--- config.mk ---
export PLATFORM = sky130hd
export DESIGN_NAME = priority_thread_scheduler_unit
export DESIGN_NICKNAME = d
export VERILOG_FILES = /design/src/pts_pkg.sv /design/src/pts_ctrl.sv /design/src/pts_datapath.sv /design/src/priority_thread_scheduler_unit.sv
export SDC_FILE = /design/constraint.sdc
export NUM_CORES = 1
export LEC_CHECK = 0
export BUFFER_PORTS_ARGS = -buffer_cell sky130_fd_sc_hd__clkbuf_2
export CAP_MARGIN = 0
export CORE_ASPECT_RATIO = 1.2
export CORE_MARGIN = 4
export CORE_UTILIZATION = 50
export DETAILED_ROUTE_END_ITERATION = 10
export PLACE_DENSITY_LB_ADDON = 0.2
export SLEW_MARGIN = 25
export SYNTH_ARGS = -nofsm -noshare
export SYNTH_HDL_FRONTEND = slang
export SYNTH_SLANG_ARGS = --single-unit
export TNS_END_PERCENT = 20
--- constraint.sdc ---
create_clock -name clk -period 9.9 [get_ports clk]
set_input_delay 1.485 -clock clk [delete_from_list [all_inputs] [get_ports clk]]
set_output_delay 1.485 -clock clk [all_outputs]
set_load 0.02 [all_outputs]
--- src/pts_pkg.sv ---
// Shared types and constants for the priority thread scheduler
package pts_pkg;

    localparam int PTS_QUEUE_DEPTH = 16;

    localparam logic [2:0] ADDR_MAX_WORKERS = 3'd0;

    localparam logic [1:0] KIND_CREATE = 2'd0;
    localparam logic [1:0] KIND_YIELD  = 2'd1;
    localparam logic [1:0] KIND_EXIT   = 2'd2;
    localparam logic [1:0] KIND_START  = 2'd3;

    localparam logic [1:0] ACT_RETURN = 2'd0;
    localparam logic [1:0] ACT_RUN    = 2'd1;
    localparam logic [1:0] ACT_END    = 2'd2;

    localparam logic [1:0] STAT_OK       = 2'd0;
    localparam logic [1:0] STAT_NOT_INIT = 2'd1;
    localparam logic [1:0] STAT_FULL     = 2'd2;

    typedef enum logic [1:0] {
        ST_IDLE,
        ST_EXEC,
        ST_INSERT
    } pts_state_t;

    typedef struct packed {
        logic capture;
        logic commit;
        logic insert;
    } pts_cmd_t;

    typedef struct packed {
        logic yield_switch;
    } pts_stat_t;

endpackage

--- src/pts_ctrl.sv ---
// Control state machine for the priority thread scheduler
module pts_ctrl (
    input  logic              clk,
    input  logic              rst_n,
    input  logic              in_valid,
    output logic              in_stall,
    output logic              out_valid,
    input  logic              out_stall,
    input  pts_pkg::pts_stat_t stat,
    output pts_pkg::pts_cmd_t  cmd
);
    import pts_pkg::*;

    pts_state_t state_reg;
    pts_state_t state_next;
    logic       out_valid_reg;
    logic       out_valid_next;
    logic       slot_free;

    always_ff @(posedge clk or negedge rst_n)
    begin
        if (!rst_n)
        begin
            state_reg     <= ST_IDLE;
            out_valid_reg <= 1'b0;
        end
        else
        begin
            state_reg     <= state_next;
            out_valid_reg <= out_valid_next;
        end
    end

    assign slot_free = !out_valid_reg || !out_stall;

    always_comb
    begin
        state_next     = state_reg;
        out_valid_next = out_valid_reg && out_stall;
        cmd            = '0;
        in_stall       = 1'b1;
        unique case (state_reg)
            ST_IDLE:
            begin
                in_stall = 1'b0;
                if (in_valid)
                begin
                    cmd.capture = 1'b1;
                    state_next  = ST_EXEC;
                end
            end
            ST_EXEC:
            begin
                if (slot_free)
                begin
                    cmd.commit     = 1'b1;
                    out_valid_next = 1'b1;
                    state_next     = stat.yield_switch ? ST_INSERT : ST_IDLE;
                end
            end
            ST_INSERT:
            begin
                cmd.insert = 1'b1;
                state_next = ST_IDLE;
            end
            default:
            begin
                state_next = ST_IDLE;
            end
        endcase
    end

    assign out_valid = out_valid_reg;

endmodule

--- src/pts_datapath.sv ---
// Ready queue, worker count and result registers for the priority thread scheduler
module pts_datapath #(
    parameter int QUEUE_DEPTH = pts_pkg::PTS_QUEUE_DEPTH
) (
    input  logic              clk,
    input  logic              rst_n,
    input  pts_pkg::pts_cmd_t  cmd,
    output pts_pkg::pts_stat_t stat,
    input  logic [6:0]        max_workers,
    input  logic [1:0]        kind,
    input  logic [7:0]        thread_id,
    input  logic [7:0]        priority_req,
    output logic [1:0]        action,
    output logic [7:0]        next_thread,
    output logic              spawn_worker,
    output logic [1:0]        status,
    output logic [6:0]        worker_count,
    output logic [4:0]        queue_count
);
    import pts_pkg::*;

    localparam int CW = $clog2(QUEUE_DEPTH + 1);

    logic [15:0]   cell_reg [QUEUE_DEPTH];
    logic [15:0]   ins_cell [QUEUE_DEPTH];
    logic [15:0]   pop_cell [QUEUE_DEPTH];
    logic          le      [QUEUE_DEPTH];
    logic [CW-1:0] count_reg;
    logic [CW-1:0] count_next;
    logic [6:0]    workers_reg;
    logic [6:0]    workers_next;
    logic [1:0]    kind_reg;
    logic [7:0]    tid_reg;
    logic [7:0]    prio_reg;
    logic [1:0]    action_reg;
    logic [7:0]    next_thread_reg;
    logic          spawn_reg;
    logic [1:0]    status_reg;
    logic [6:0]    worker_count_reg;
    logic [4:0]    queue_count_reg;

    logic          not_init;
    logic          empty;
    logic          full;
    logic          do_pop;
    logic          do_insert;
    logic          spawn;
    logic [1:0]    act;
    logic [1:0]    stat_code;
    logic [31:0]   count_ext;
    logic [15:0]   new_entry;

    assign new_entry = {prio_reg, tid_reg};

    for (genvar i = 0; i < QUEUE_DEPTH; i++)
    begin : g_cell
        assign le[i] = (CW'(i) < count_reg) && (cell_reg[i][15:8] <= prio_reg);
        if (i == 0)
        begin : g_head
            assign ins_cell[i] = le[i] ? cell_reg[i] : new_entry;
        end
        else
        begin : g_body
            assign ins_cell[i] = le[i]     ? cell_reg[i] :
                                 le[i - 1] ? new_entry   : cell_reg[i - 1];
        end
        if (i == QUEUE_DEPTH - 1)
        begin : g_tail
            assign pop_cell[i] = cell_reg[i];
        end
        else
        begin : g_shift
            assign pop_cell[i] = cell_reg[i + 1];
        end
    end

    assign not_init = (max_workers == 7'd0);
    assign empty    = (count_reg == '0);
    assign full     = (count_reg >= CW'(QUEUE_DEPTH));

    always_comb
    begin
        do_pop       = 1'b0;
        do_insert    = 1'b0;
        spawn        = 1'b0;
        act          = ACT_RETURN;
        stat_code    = STAT_OK;
        count_next   = count_reg;
        workers_next = workers_reg;
        stat.yield_switch = !not_init && (kind_reg == KIND_YIELD) && !empty
                            && (cell_reg[0][15:8] <= prio_reg);
        if (not_init)
        begin
            stat_code = STAT_NOT_INIT;
        end
        else
        begin
            unique case (kind_reg)
                KIND_CREATE:
                begin
                    if (full)
                    begin
                        stat_code = STAT_FULL;
                    end
                    else
                    begin
                        do_insert  = 1'b1;
                        count_next = count_reg + 1'b1;
                        if (workers_reg < max_workers)
                        begin
                            spawn        = 1'b1;
                            workers_next = workers_reg + 7'd1;
                        end
                    end
                end
                KIND_YIELD:
                begin
                    if (stat.yield_switch)
                    begin
                        do_pop     = 1'b1;
                        act        = ACT_RUN;
                        count_next = count_reg - 1'b1;
                    end
                end
                KIND_EXIT, KIND_START:
                begin
                    if (!empty)
                    begin
                        do_pop     = 1'b1;
                        act        = ACT_RUN;
                        count_next = count_reg - 1'b1;
                    end
                    else
                    begin
                        act = ACT_END;
                        if (workers_reg != 7'd0)
                        begin
                            workers_next = workers_reg - 7'd1;
                        end
                    end
                end
                default:
                begin
                    act = ACT_RETURN;
                end
            endcase
        end
    end

    assign count_ext = stat.yield_switch ? 32'(count_reg) : 32'(count_next);

    always_ff @(posedge clk or negedge rst_n)
    begin
        if (!rst_n)
        begin
            count_reg   <= '0;
            workers_reg <= '0;
        end
        else if (cmd.commit)
        begin
            count_reg   <= count_next;
            workers_reg <= workers_next;
        end
        else if (cmd.insert)
        begin
            count_reg <= count_reg + 1'b1;
        end
    end

    always_ff @(posedge clk)
    begin
        if (cmd.capture)
        begin
            kind_reg <= kind;
            tid_reg  <= thread_id;
            prio_reg <= priority_req;
        end
        if (cmd.commit)
        begin
            action_reg       <= act;
            next_thread_reg  <= do_pop ? cell_reg[0][7:0] : 8'd0;
            spawn_reg        <= spawn;
            status_reg       <= stat_code;
            worker_count_reg <= workers_next;
            queue_count_reg  <= count_ext[4:0];
        end
        if ((cmd.commit && do_insert) || cmd.insert)
        begin
            cell_reg <= ins_cell;
        end
        else if (cmd.commit && do_pop)
        begin
            cell_reg <= pop_cell;
        end
    end

    assign action       = action_reg;
    assign next_thread  = next_thread_reg;
    assign spawn_worker = spawn_reg;
    assign status       = status_reg;
    assign worker_count = worker_count_reg;
    assign queue_count  = queue_count_reg;

endmodule

--- src/priority_thread_scheduler_unit.sv ---
// Priority thread scheduler: sorted ready queue of threads plus kernel worker count
//
// Usage: set max_workers through the APB port (byte address 0) before sending
// events; while it is zero every event reports not initialized. Each event on
// the input channel (kind, thread_id, priority_req) produces exactly one result
// on the output channel. A transfer happens at a clock edge with valid high and
// stall low. The queue is a row of registers kept sorted by priority, lowest
// number first and first-in first-out among equals; one compare per slot
// finds the insert point, so an insert or a pop shifts the whole row at once.
// An event is captured into input registers and its result is registered once the
// output slot is free; no new event is taken meanwhile, and a switching yield waits
// for the caller's re-insert, as the head pop and re-insert use the same slot row.
// A pending result sits in an output register; while the receiver stalls the
// result holds, the block takes at most one more event and then raises in_stall.
// Reset empties the queue, clears the worker count and max_workers, and drops
// any pending result. Queue slots hold no reset value.
module priority_thread_scheduler_unit #(
    parameter int QUEUE_DEPTH = pts_pkg::PTS_QUEUE_DEPTH
) (
    input  logic        clk,
    input  logic        rst_n,
    input  logic        psel,
    input  logic        penable,
    input  logic        pwrite,
    input  logic [2:0]  paddr,
    input  logic [31:0] pwdata,
    output logic [31:0] prdata,
    output logic        pready,
    input  logic        in_valid,
    output logic        in_stall,
    input  logic [1:0]  kind,
    input  logic [7:0]  thread_id,
    input  logic [7:0]  priority_req,
    output logic        out_valid,
    input  logic        out_stall,
    output logic [1:0]  action,
    output logic [7:0]  next_thread,
    output logic        spawn_worker,
    output logic [1:0]  status,
    output logic [6:0]  worker_count,
    output logic [4:0]  queue_count
);
    import pts_pkg::*;

    pts_cmd_t   cmd;
    pts_stat_t  stat;
    logic [6:0] max_workers_reg;
    logic       hit_max;

    assign pready  = 1'b1;
    assign hit_max = (paddr[2] == ADDR_MAX_WORKERS[2]);

    always_ff @(posedge clk or negedge rst_n)
    begin
        if (!rst_n)
        begin
            max_workers_reg <= '0;
        end
        else if (psel && penable && pwrite && pready && hit_max)
        begin
            max_workers_reg <= pwdata[6:0];
        end
    end

    assign prdata = hit_max ? {25'd0, max_workers_reg} : 32'd0;

    pts_ctrl u_ctrl (
        .clk       (clk),
        .rst_n     (rst_n),
        .in_valid  (in_valid),
        .in_stall  (in_stall),
        .out_valid (out_valid),
        .out_stall (out_stall),
        .stat      (stat),
        .cmd       (cmd)
    );

    pts_datapath #(
        .QUEUE_DEPTH (QUEUE_DEPTH)
    ) u_datapath (
        .clk          (clk),
        .rst_n        (rst_n),
        .cmd          (cmd),
        .stat         (stat),
        .max_workers  (max_workers_reg),
        .kind         (kind),
        .thread_id    (thread_id),
        .priority_req (priority_req),
        .action       (action),
        .next_thread  (next_thread),
        .spawn_worker (spawn_worker),
        .status       (status),
        .worker_count (worker_count),
        .queue_count  (queue_count)
    );

endmodule

-- After elaboration in Yosys (flattened, before gate mapping)
Cells that the tools add are included.
- add/sub/neg operators: 4
- magnitude comparators: 34
- equal/unequal tests: 22
- multiplexer cells: 73
- bitwise operators: 3
- reduce and logical (&&, ||, !) cells: 58
- operator list (cell ; number):
    two-way mux 256 bit ; 2
    two-way mux 16 bit ; 31
    less-or-equal comparator 8 bit ; 16
    two-way mux 7 bit ; 6
    < comparator 4 x 5 -> 1 bit (first input constant) ; 8
    two-way mux 5 bit ; 7
    AND reduction 2 bit ; 17
    != test 2 bit (second input constant) ; 16
    logical AND 1 bit ; 25
    < comparator 3 x 5 -> 1 bit (first input constant) ; 4
    two-way mux 1 bit ; 17
    one-hot mux 5 bit (3 select lines) ; 1
    one-hot mux 7 bit (2 select lines) ; 1
    < comparator 1 x 5 -> 1 bit (first input constant) ; 2
    < comparator 2 x 5 -> 1 bit (first input constant) ; 2
    two-way mux 2 bit ; 5
    one-hot mux 2 bit (2 select lines) ; 2
    adder 7 x 1 -> 7 bit (second input constant) ; 1
    zero test 7 bit ; 1
    < comparator 7 bit ; 1
    nonzero test 7 bit ; 1
    subtractor 7 x 1 -> 7 bit (second input constant) ; 1
    equality test 2 bit (second input constant) ; 3
    adder 5 x 1 -> 5 bit (second input constant) ; 1
    other kinds (13) ; 23
- register bits after elaboration: 321
- input bits: 60
- output and inout port bits: 60
- logic and storage cells: 225

-- Depth between registers and ports, before layout
Gate-level depths: netlist (run 1).
- word-level depth: 11
- gate-level depth with buffers: 10

-- By module
A second synthesis (run 1) with hierarchy kept.
- cell total of the unflattened synthesis: 1933
- area total of the unflattened synthesis: 19741.4 µm²
- modules (own cells, without submodules) (module ; times used ; cells each ; area an instance (µm²)):
    pts_datapath ; 1 ; 1871 ; 19063.3
    priority_thread_scheduler_unit ; 1 ; 50 ; 541.8
    pts_ctrl ; 1 ; 12 ; 136.4

-- Worst setup path before layout (run 1)
Ideal clock, no wire load.
- path kind: input port to flip-flop
- start point: input port out_stall
- end point: register u_datapath.cell_reg[144] (netlist name) (enable)
- arrival time: 3493 ps
- required time: 9435 ps
- slack: 5942 ps
- stages on the path: 6
- path through: nand2_1 -> nand2b_1 -> clkbuf_1 -> clkinv_1 -> o211ai_1 -> o21ai_0
- RTL lines (what ; RTL line ; RTL):
    start: declaration ; priority_thread_scheduler_unit.sv:35 ; input logic out_stall,
    end signal: assignment ; pts_datapath.sv:189 ; cell_reg <= ins_cell;
    end signal: assignment ; pts_datapath.sv:193 ; cell_reg <= pop_cell;
    end: declaration ; pts_datapath.sv:24 ; logic [15:0] cell_reg [QUEUE_DEPTH];

-- Worst setup path in the final report (run 1)
- start point: register u_datapath.prio_reg[3]
- end point: register u_datapath.cell_reg[100] (netlist name) (enable)
- word-level cells in the longest chain between the ends: 8
- RTL lines (what ; RTL line ; RTL):
    start: declaration ; pts_datapath.sv:34 ; logic [7:0] prio_reg;
    start signal: assignment ; pts_datapath.sv:176 ; prio_reg <= priority_req;
    less-or-equal comparator 8 bit ; pts_datapath.sv:91 ; && (cell_reg[0][15:8] <= prio_reg);
    logical AND 1 bit ; pts_datapath.sv:91 ;
    two-way mux 1 bit ; pts_datapath.sv:118 ; if (stat.yield_switch)
    one-hot mux 1 bit (2 select lines) ; pts_datapath.sv:98 ; unique case (kind_reg)
    two-way mux 1 bit ; pts_datapath.sv:92 ; if (not_init)
    logical AND 1 bit ; pts_datapath.sv:191 ; else if (cmd.commit && do_pop)
    nonzero test 2 bit (no line) ; -- ;
    AND reduction 2 bit (no line) (*) ; -- ;
Every way passes the cells marked *; elsewhere a longest branch is shown, timed or not.
A chain may end at the register's enable or synchronous reset.

==> qor.yml, run 1 <==
finish:
  area_growth_pct: 8.18
  largest_register_ffs: 256
  layout_common_cells: "edfxtp_1 (299), o21ai_0 (265), a21oi_1 (239), nor2_1 (219), a31oi_1 (185)"
  drive_gt1_frac: 0.0870
  final_common_cell: "edfxtp_1"
  diodes: 0
  fin_nets: 2244
setup_path:
  cp_max_fo: 17
  critPathKind: "reg -> reg"
  reg2reg_from: "u_datapath.prio_reg[3]"
  crit_arrival_ns: 4.72
  setup.worst_path.start_class: "register"
  endpoint: "u_datapath.cell_reg[100]"
  cp.required_ns: 10.06
  setup.worst_path.end_class: "register"
  reg2reg_slack_ns: 5.34
  crit_start: "u_datapath.prio_reg[3]"
  rr_endpoint: "u_datapath.cell_reg[100]"
  ff2ff_path_depth: 9
global_routing:
  grt_pass1_vias: 16000
  grt_pass1_wl_mm: 90.2
  grt_util_all_layers: 0.263
  grt-ovfl-total: 0
  antenna_found_initial: 0
  grt_max_degree: 113
clocking:
  root_buffer: "clkbuf_16"
  ctsResizeCount: 0
  cts.sinks: 321
  clk_pin_slew_ns: 0.06
  cts_buffer_depth: 3
  cts_buffers: 37
  post_cts_buffers: 0
  postCtsHoldBufs: 0
  worstSkewPairLatency_ns: 0.54
  htreeDepth: 2
  cts_tree: "built"
floorplanning:
  die_height_um: 227
  pin_count: 120
  die_w_um: 191
  floorplan.initialDensity: 0.511
  dieArea_sq_um: 43200
  row_count: 79
  core_sq_um: 39100
synth:
  synth_warnings: 0
  synth_seq_area_share: 0.477
  netlist-cell-type-count: 63
  postSynthAreaPerCell_sq_um: 9.67
  synth_async_sr_flop_share: 0.0685
  synth-seq-cells: 321
  synth_cells: 2067
  synth_edf_count: 299
  synth_ff_type: "edfxtp_1"
  syn-cell-area_sq_um: 20000
detailed_routing:
  vias: 16700
  via_per_inst: 6.41
  drc_errors: 0
  first_pass_iters: 6
  postRouteAntennaNets: 0
  first_iter_violations: 1738
  routedWlPerCell_um: 22.6
  postRouteWirelength_mm: 58.7
sta:
  timing.final.crit_share: 0.460
  fin_skew_ns: 0.0168
  hold_violations: 0
  setup_viol: 0
  slew_headroom: 0.269
  whs_ns: 0.460
  maxSlewViolCount: 0
  tightest_slew_ns: 1.09
  period_minus_slack_ns: 4.56
  finalSetupTns_ns: 0
  grt_setup_unrepaired: "no"
  timing.fmax_ghz: 0.219
placed_design:
  gp_congestion: 0.958
  port_buffers: 66
  dp_hpwl_mm: 40.2
worst_hold_path:
  min_path_type: "reg -> reg"
job:
  max_cap_viol_count: 0
power:
  vdd_drop_max_v: 0.000149
  p_leak_nw: 8.21
  pwr_density_cell_nw_per_um2: 280
run_status:
  status: "complete, no violations"
==> routing by layer <==
layer | routed length (um) | part of all wire | track usage | vias up
met3 | 4710 | 0.080 | 0.0370 | 132
li1 | - | - | - | 7728
met5 | 0 | 0 | 0 | -
met2 | 27100 | 0.46 | 0.425 | 830
met4 | 2840 | 0.048 | 0.124 | 0
met1 | 24100 | 0.41 | 0.353 | 7962
==> worst max-delay path, cell delays in order (launching register included) <==
cell and delay [ns]:
edfxtp_1 1.02, inv_1 0.80, ha_1 0.59, nand4_1 0.18
nor2_1 0.19, o31ai_1 0.13, nor4_2 0.29, o211ai_1 0.14
buf_4 0.26, nand2_1 0.58
==> layout make-up <==
type	instances	area [sq um]
clock buffers	44	995
clock inverters	21	158
fillers	3483	17500
inverters	40	150
multi-input cells	1549	9560
flip-flops and latches	321	9530
well taps	526	658
repair buffers	95	571
==> stage by stage <==
step / instances / total power, W / util / cell area (sq um) / setup slack, ns
3_3_place_gp: 2529 / 0.00460 / 0.520 / 20400 / 4.56
6_report: 2596 / 0.00606 / 0.552 / 21600 / 5.34
5_1_grt: 2596 / 0.00641 / 0.552 / 21600 / 5.07
3_5_place_dp: 2530 / 0.00470 / 0.522 / 20400 / 4.51
2_1_floorplan: 2091 / 0.00396 / - / 20100 / 5.94
4_1_cts: 2595 / 0.00602 / 0.551 / 21600 / 5.06
==> worst min path at each step <==
stage	startpoint	endpoint	slack, ns	cells after the start
after floorplan	u_ctrl.state_reg[1]	u_ctrl.state_reg[0]	0.43	1
after global placement	u_ctrl.state_reg[1]	u_ctrl.state_reg[0]	0.45	1
after detailed placement	u_ctrl.state_reg[1]	u_ctrl.state_reg[0]	0.45	1
after CTS	u_ctrl.state_reg[1]	u_ctrl.state_reg[0]	0.46	1
after global routing	u_ctrl.state_reg[1]	u_ctrl.state_reg[0]	0.48	1
final	u_ctrl.state_reg[1]	u_ctrl.state_reg[0]	0.46	1
==> synthesized netlist by cell type (5+ instances only) <==
master / number / share of area
a211oi_1: 6 / 0.0023
a21o_1: 17 / 0.0064
a21oi_1: 241 / 0.060
a22o_1: 5 / 0.0022
a22oi_1: 15 / 0.0056
a31oi_1: 188 / 0.059
and2_1: 11 / 0.0034
and3_1: 8 / 0.0025
buf_1: 7 / 0.0013
buf_2: 36 / 0.0090
buf_4: 35 / 0.013
buf_6: 11 / 0.0062
clkbuf_1: 91 / 0.017
dfrtp_1: 22 / 0.028
edfxtp_1: 299 / 0.45
ha_1: 140 / 0.088
inv_1: 38 / 0.0071
mux2_2: 7 / 0.0039
mux2i_1: 67 / 0.034
nand2_1: 135 / 0.025
nand2b_1: 9 / 0.0028
nand3_1: 13 / 0.0033
nand4_1: 32 / 0.010
nor2_1: 220 / 0.041
nor2b_1: 20 / 0.0063
nor3_1: 10 / 0.0025
o211ai_1: 16 / 0.0060
o21ai_0: 269 / 0.067
o21ai_1: 13 / 0.0033
o22a_1: 11 / 0.0048
o22ai_1: 13 / 0.0041
o31ai_1: 5 / 0.0019
or2_2: 5 / 0.0016
xnor2_1: 7 / 0.0031
==> cell families (layout without fill, tap and decap cells) <==
kind of cell | after synthesis | in the layout | synth area share
buf+inv | 221 | 200 | 0.0550
flops | 321 | 321 | 0.477
compound gates | 819 | 819 | 0.232
xor+xnor | 8 | 8 | 0.00351
fa+ha+maj | 140 | 140 | 0.0876
mux | 74 | 74 | 0.0375
other cells | 2 | 26 | 0.000376
simple gates | 482 | 482 | 0.107
==> where the power goes <==
| part | switching (W) | internal, W | leakage [nW] |
|---|---|---|---|
| logic | 0.00164 | 0.000768 | 4.62 |
| registers | 0.000324 | 0.00200 | 3.04 |
| clock network | 0.000562 | 0.000768 | 0.555 |
(Power assumes the default switching activity.)
==> run 2, diff against run 1 <==
--- a/config.mk
+++ b/config.mk
@@ -5,6 +5,7 @@
 export SDC_FILE = /design/constraint.sdc
 export NUM_CORES = 1
 export LEC_CHECK = 0
+export ABC_AREA = 1
 export BUFFER_PORTS_ARGS = -buffer_cell sky130_fd_sc_hd__clkbuf_2
 export CAP_MARGIN = 0
 export CORE_ASPECT_RATIO = 1.2
==> constraint.sdc (replaced) <==
create_clock -name clk -period 4.6 [get_ports clk]
set_input_delay 0.69 -clock clk [delete_from_list [all_inputs] [get_ports clk]]
set_output_delay 0.69 -clock clk [all_outputs]
set_load 0.02 [all_outputs]
==> run 2 against run 1 <==
Net effect: wire length is 0.11% higher; core utilization is 0.47 points higher; largest cell class is now registers; critical path type unchanged; sequential power is 98% higher; critical endpoint is now u_datapath.cell_reg[56]; clock power grew 110%; synthesized cell count grew 9.6%.
==> qor.yml, run 2 <==
run_status:
  status: "complete, no violations"
synth:
  synth_ff_type: "edfxtp_1"
  synth_cells: 2266  # +9.6%
  yosysTopAreaCellShare: 0.458  # +0.00837
  netlist-cell-type-count: 45  # -29%
  yosysMostFrequentCell: "nand2_1"
  postSynthAreaPerCell_sq_um: 8.66  # -10%
  synthAdderAreaFrac: 0.0893  # +0.00163
  synth_area_leaders: "edfxtp_1 (46%), o21ai_0 (9.2%), ha_1 (8.9%)"
  synth_async_sr_flop_share: 0.0685  # unchanged
  yosys-top-cells-count: "nand2_1 (430), o21ai_0 (361), edfxtp_1 (299), inv_1 (265), a21oi_1 (239)"
  synth_edf_count: 299  # unchanged
  synth-simple-area-share: 0.136  # +0.0290
  synth_largest_area_cell: "edfxtp_1"
  syn-cell-area_sq_um: 19600  # -1.8%
  synth_xor_area_frac: 0.00357  # +0.0000653
  synth_top_family_by_area: "compound AO/OA/AOI/OAI gates"
  synth-seq-cells: 321  # unchanged
  synth_compound_area_frac: 0.191  # -0.0415
  synthMuxAreaShare: 0  # -0.0375
  synth_warnings: 0  # unchanged
  synth_seq_area_share: 0.486  # +0.00888
clocking:
  clk_pin_slew_ns: 0.06  # about the same
  ctsResizeCount: 0  # unchanged
  cts_buffers: 37  # unchanged
  cts_tree: "built"
  cts.sinks: 321  # unchanged
  postCtsHoldBufs: 0  # unchanged
  root_buffer: "clkbuf_16"
  worstSkewPairLatency_ns: 0.54  # about the same
  post_cts_buffers: 0  # unchanged
  cts_buffer_depth: 3  # unchanged
  htreeDepth: 2  # unchanged
detailed_routing:
  first_pass_iters: 6  # unchanged
  postRouteWirelength_mm: 58.8  # +0.11%
  routedWlPerCell_um: 20.5  # -9.4%
  vias: 16600  # -0.084%
  postRouteAntennaNets: 0  # unchanged
  via_per_inst: 5.80  # -9.6%
  drc_errors: 0  # unchanged
  first_iter_violations: 1440  # -17%
sta:
  tightest_slew_ns: 0.957  # -0.138 ns
  timing.final.crit_share: 0.889  # +0.429
  setup_viol: 0  # unchanged
  maxSlewViolCount: 0  # unchanged
  whs_ns: 0.154  # -0.305 ns
  finalSetupTns_ns: 0  # unchanged
  hold_violations: 0  # unchanged
  timing.fmax_ghz: 0.244  # +11%
  grt_setup_unrepaired: "no"
  slew_headroom: 0.361  # +0.0912
  period_minus_slack_ns: 4.09  # -0.466 ns
  fin_skew_ns: 0.0146  # -0.00217 ns
floorplanning:
  dieArea_sq_um: 42500  # -1.8%
  row_count: 79  # unchanged
  die_w_um: 189  # -0.88%
  die_height_um: 225  # -0.89%
  floorplan.initialDensity: 0.506  # -0.00422
  pin_count: 120  # unchanged
  core_sq_um: 38700  # -1.0%
finish:
  largest_register_ffs: 256  # unchanged
  fin_nets: 2513  # +12%
  area_growth_pct: 10.0
  final_cells: 2868  # +10%
  final_area_sq_um: 21600  # -0.16%
  final_common_cell: "nand2_1"
  register_area_sq_um: 9530  # unchanged
  layout_common_cells: "nand2_1 (427), o21ai_0 (360), edfxtp_1 (299), inv_1 (265), a21oi_1 (239)"
  fillers: 3568  # +2.4%
  diodes: 0  # unchanged
  drive_gt1_frac: 0.0999  # +0.0130
  multi_input_comb_area_sq_um: 8360  # -13%
global_routing:
  grt_pass1_wl_mm: 91.2  # +1.1%
  grt_max_degree: 110  # -2.7%
  grt_pass1_vias: 16500  # +3.1%
  antenna_found_initial: 0  # unchanged
  grt_util_all_layers: 0.272  # +0.00935
  grt-ovfl-total: 0  # unchanged
power:
  intPower_w: 0.00706  # +99%
  pwr_density_cell_nw_per_um2: 555  # +98%
  p_sw_w: 0.00492  # +95%
  p_comb_frac: 0.377  # -0.020
  vdd_drop_max_v: 0.000296  # +99%
  p_leak_nw: 9.56  # +16%
  swShare: 0.411  # -0.00564
  seqPwrFrac: 0.385  # about the same
  pwr-share-clk: 0.238  # +0.019
setup_path:
  rr_endpoint: "u_datapath.cell_reg[56]"
  cpMaxStageDelayCell: "o21ai_2"
  crit_buf_inv: 3  # +1
  path_cells: "inv_1 > buf_4 > ha_1 > nand2_1 > nor2_1 > nand3_1 > o21ai_2 > nand2_1 > nand2_1 > nand2_1 > buf_4"
  cpLargestDelayFamily: "simple AND/OR/NAND/NOR gates"
  cp_common_cell: "nand2_1"
  reg2reg_slack_ns: 0.51  # -4.83 ns
  setup.worst_path.end_class: "register"
  critPathKind: "reg -> reg"
  reg2reg_from: "u_datapath.prio_reg[7]"
  cp_max_fo: 17  # unchanged
  setup.worst_path.start_class: "register"
  crit_arrival_ns: 4.36  # -0.36 ns
  max_stage_delay_ns: 0.73  # -0.29 ns
  cp.required_ns: 4.87  # -5.19 ns
  ff2ff_path_depth: 11  # +2
placed_design:
  dp_hpwl_mm: 42.2  # +4.9%
  dp.cells: 2800  # +11%
  post_dp_cell_area_sq_um: 20400  # about the same
  gp_congestion: 0.931  # -2.9%
  port_buffers: 66  # unchanged
worst_hold_path:
  min_path_type: "in -> async"
job:
  max_cap_viol_count: 0  # unchanged
run 2: per-stage QoR:
stage / util / setup slack [ns] / power, W
6_report: 0.557 / 0.508 / 0.0120
5_1_grt: 0.557 / 0.254 / 0.0127
4_1_cts: 0.557 / 0.560 / 0.0119
3_5_place_dp: 0.527 / 0.600 / 0.00909
3_3_place_gp: 0.527 / 0.568 / 0.00896
2_1_floorplan: - / 1.26 / 0.00758
run 2: power groups by stage:
stage	clock network (W)	logic [W]	registers [W]
after floorplan	0	0.00304	0.00454
after global placement	0	0.00433	0.00464
after detailed placement	0	0.00443	0.00466
after CTS	0.00288	0.00446	0.00460
after global routing	0.00300	0.00505	0.00468
final	0.00285	0.00452	0.00462
run 2: cell families (layout without fill, tap and decap cells):
group | count (synthesis) | count (layout)
buffers and inverters | 429 | 481
flip-flops | 321 | 321
other | 2 | 26
AO/OA/AOI/OAI | 713 | 713
XOR/XNOR | 8 | 8
AND/OR/NAND/NOR | 653 | 653
adder cells (fa/ha/maj) | 140 | 140
run 2: final cells by class:
| cell class | count | area share |
|---|---|---|
| clock buffer | 47 | 0.0451 |
| timing repair buffer | 130 | 0.0381 |
| sequential | 321 | 0.441 |
| inverter | 283 | 0.0495 |
| multi-input combinational | 1540 | 0.387 |
| clock inverter | 21 | 0.00788 |
| tap | 526 | 0.0305 |
run 2: worst max-delay path by stage:
stage                                 startpoint                       end  slack, ns  cells after the start
after floorplan           u_datapath.prio_reg[7]  u_datapath.cell_reg[240]       1.26                     10
after global placement    u_datapath.prio_reg[7]   u_datapath.cell_reg[55]       0.57                     11
after detailed placement  u_datapath.prio_reg[7]   u_datapath.cell_reg[55]       0.60                     11
after CTS                 u_datapath.prio_reg[7]   u_datapath.cell_reg[56]       0.56                     11
after global routing      u_datapath.prio_reg[7]   u_datapath.cell_reg[56]       0.25                     11
final                     u_datapath.prio_reg[7]   u_datapath.cell_reg[56]       0.51                     11
run 2: metal layers:
layer  global-route usage  routed length [um]
met5                    0                   0
met1                0.323               22200
met4                0.146                3530
met3               0.0324                3620
met2                0.485               29400
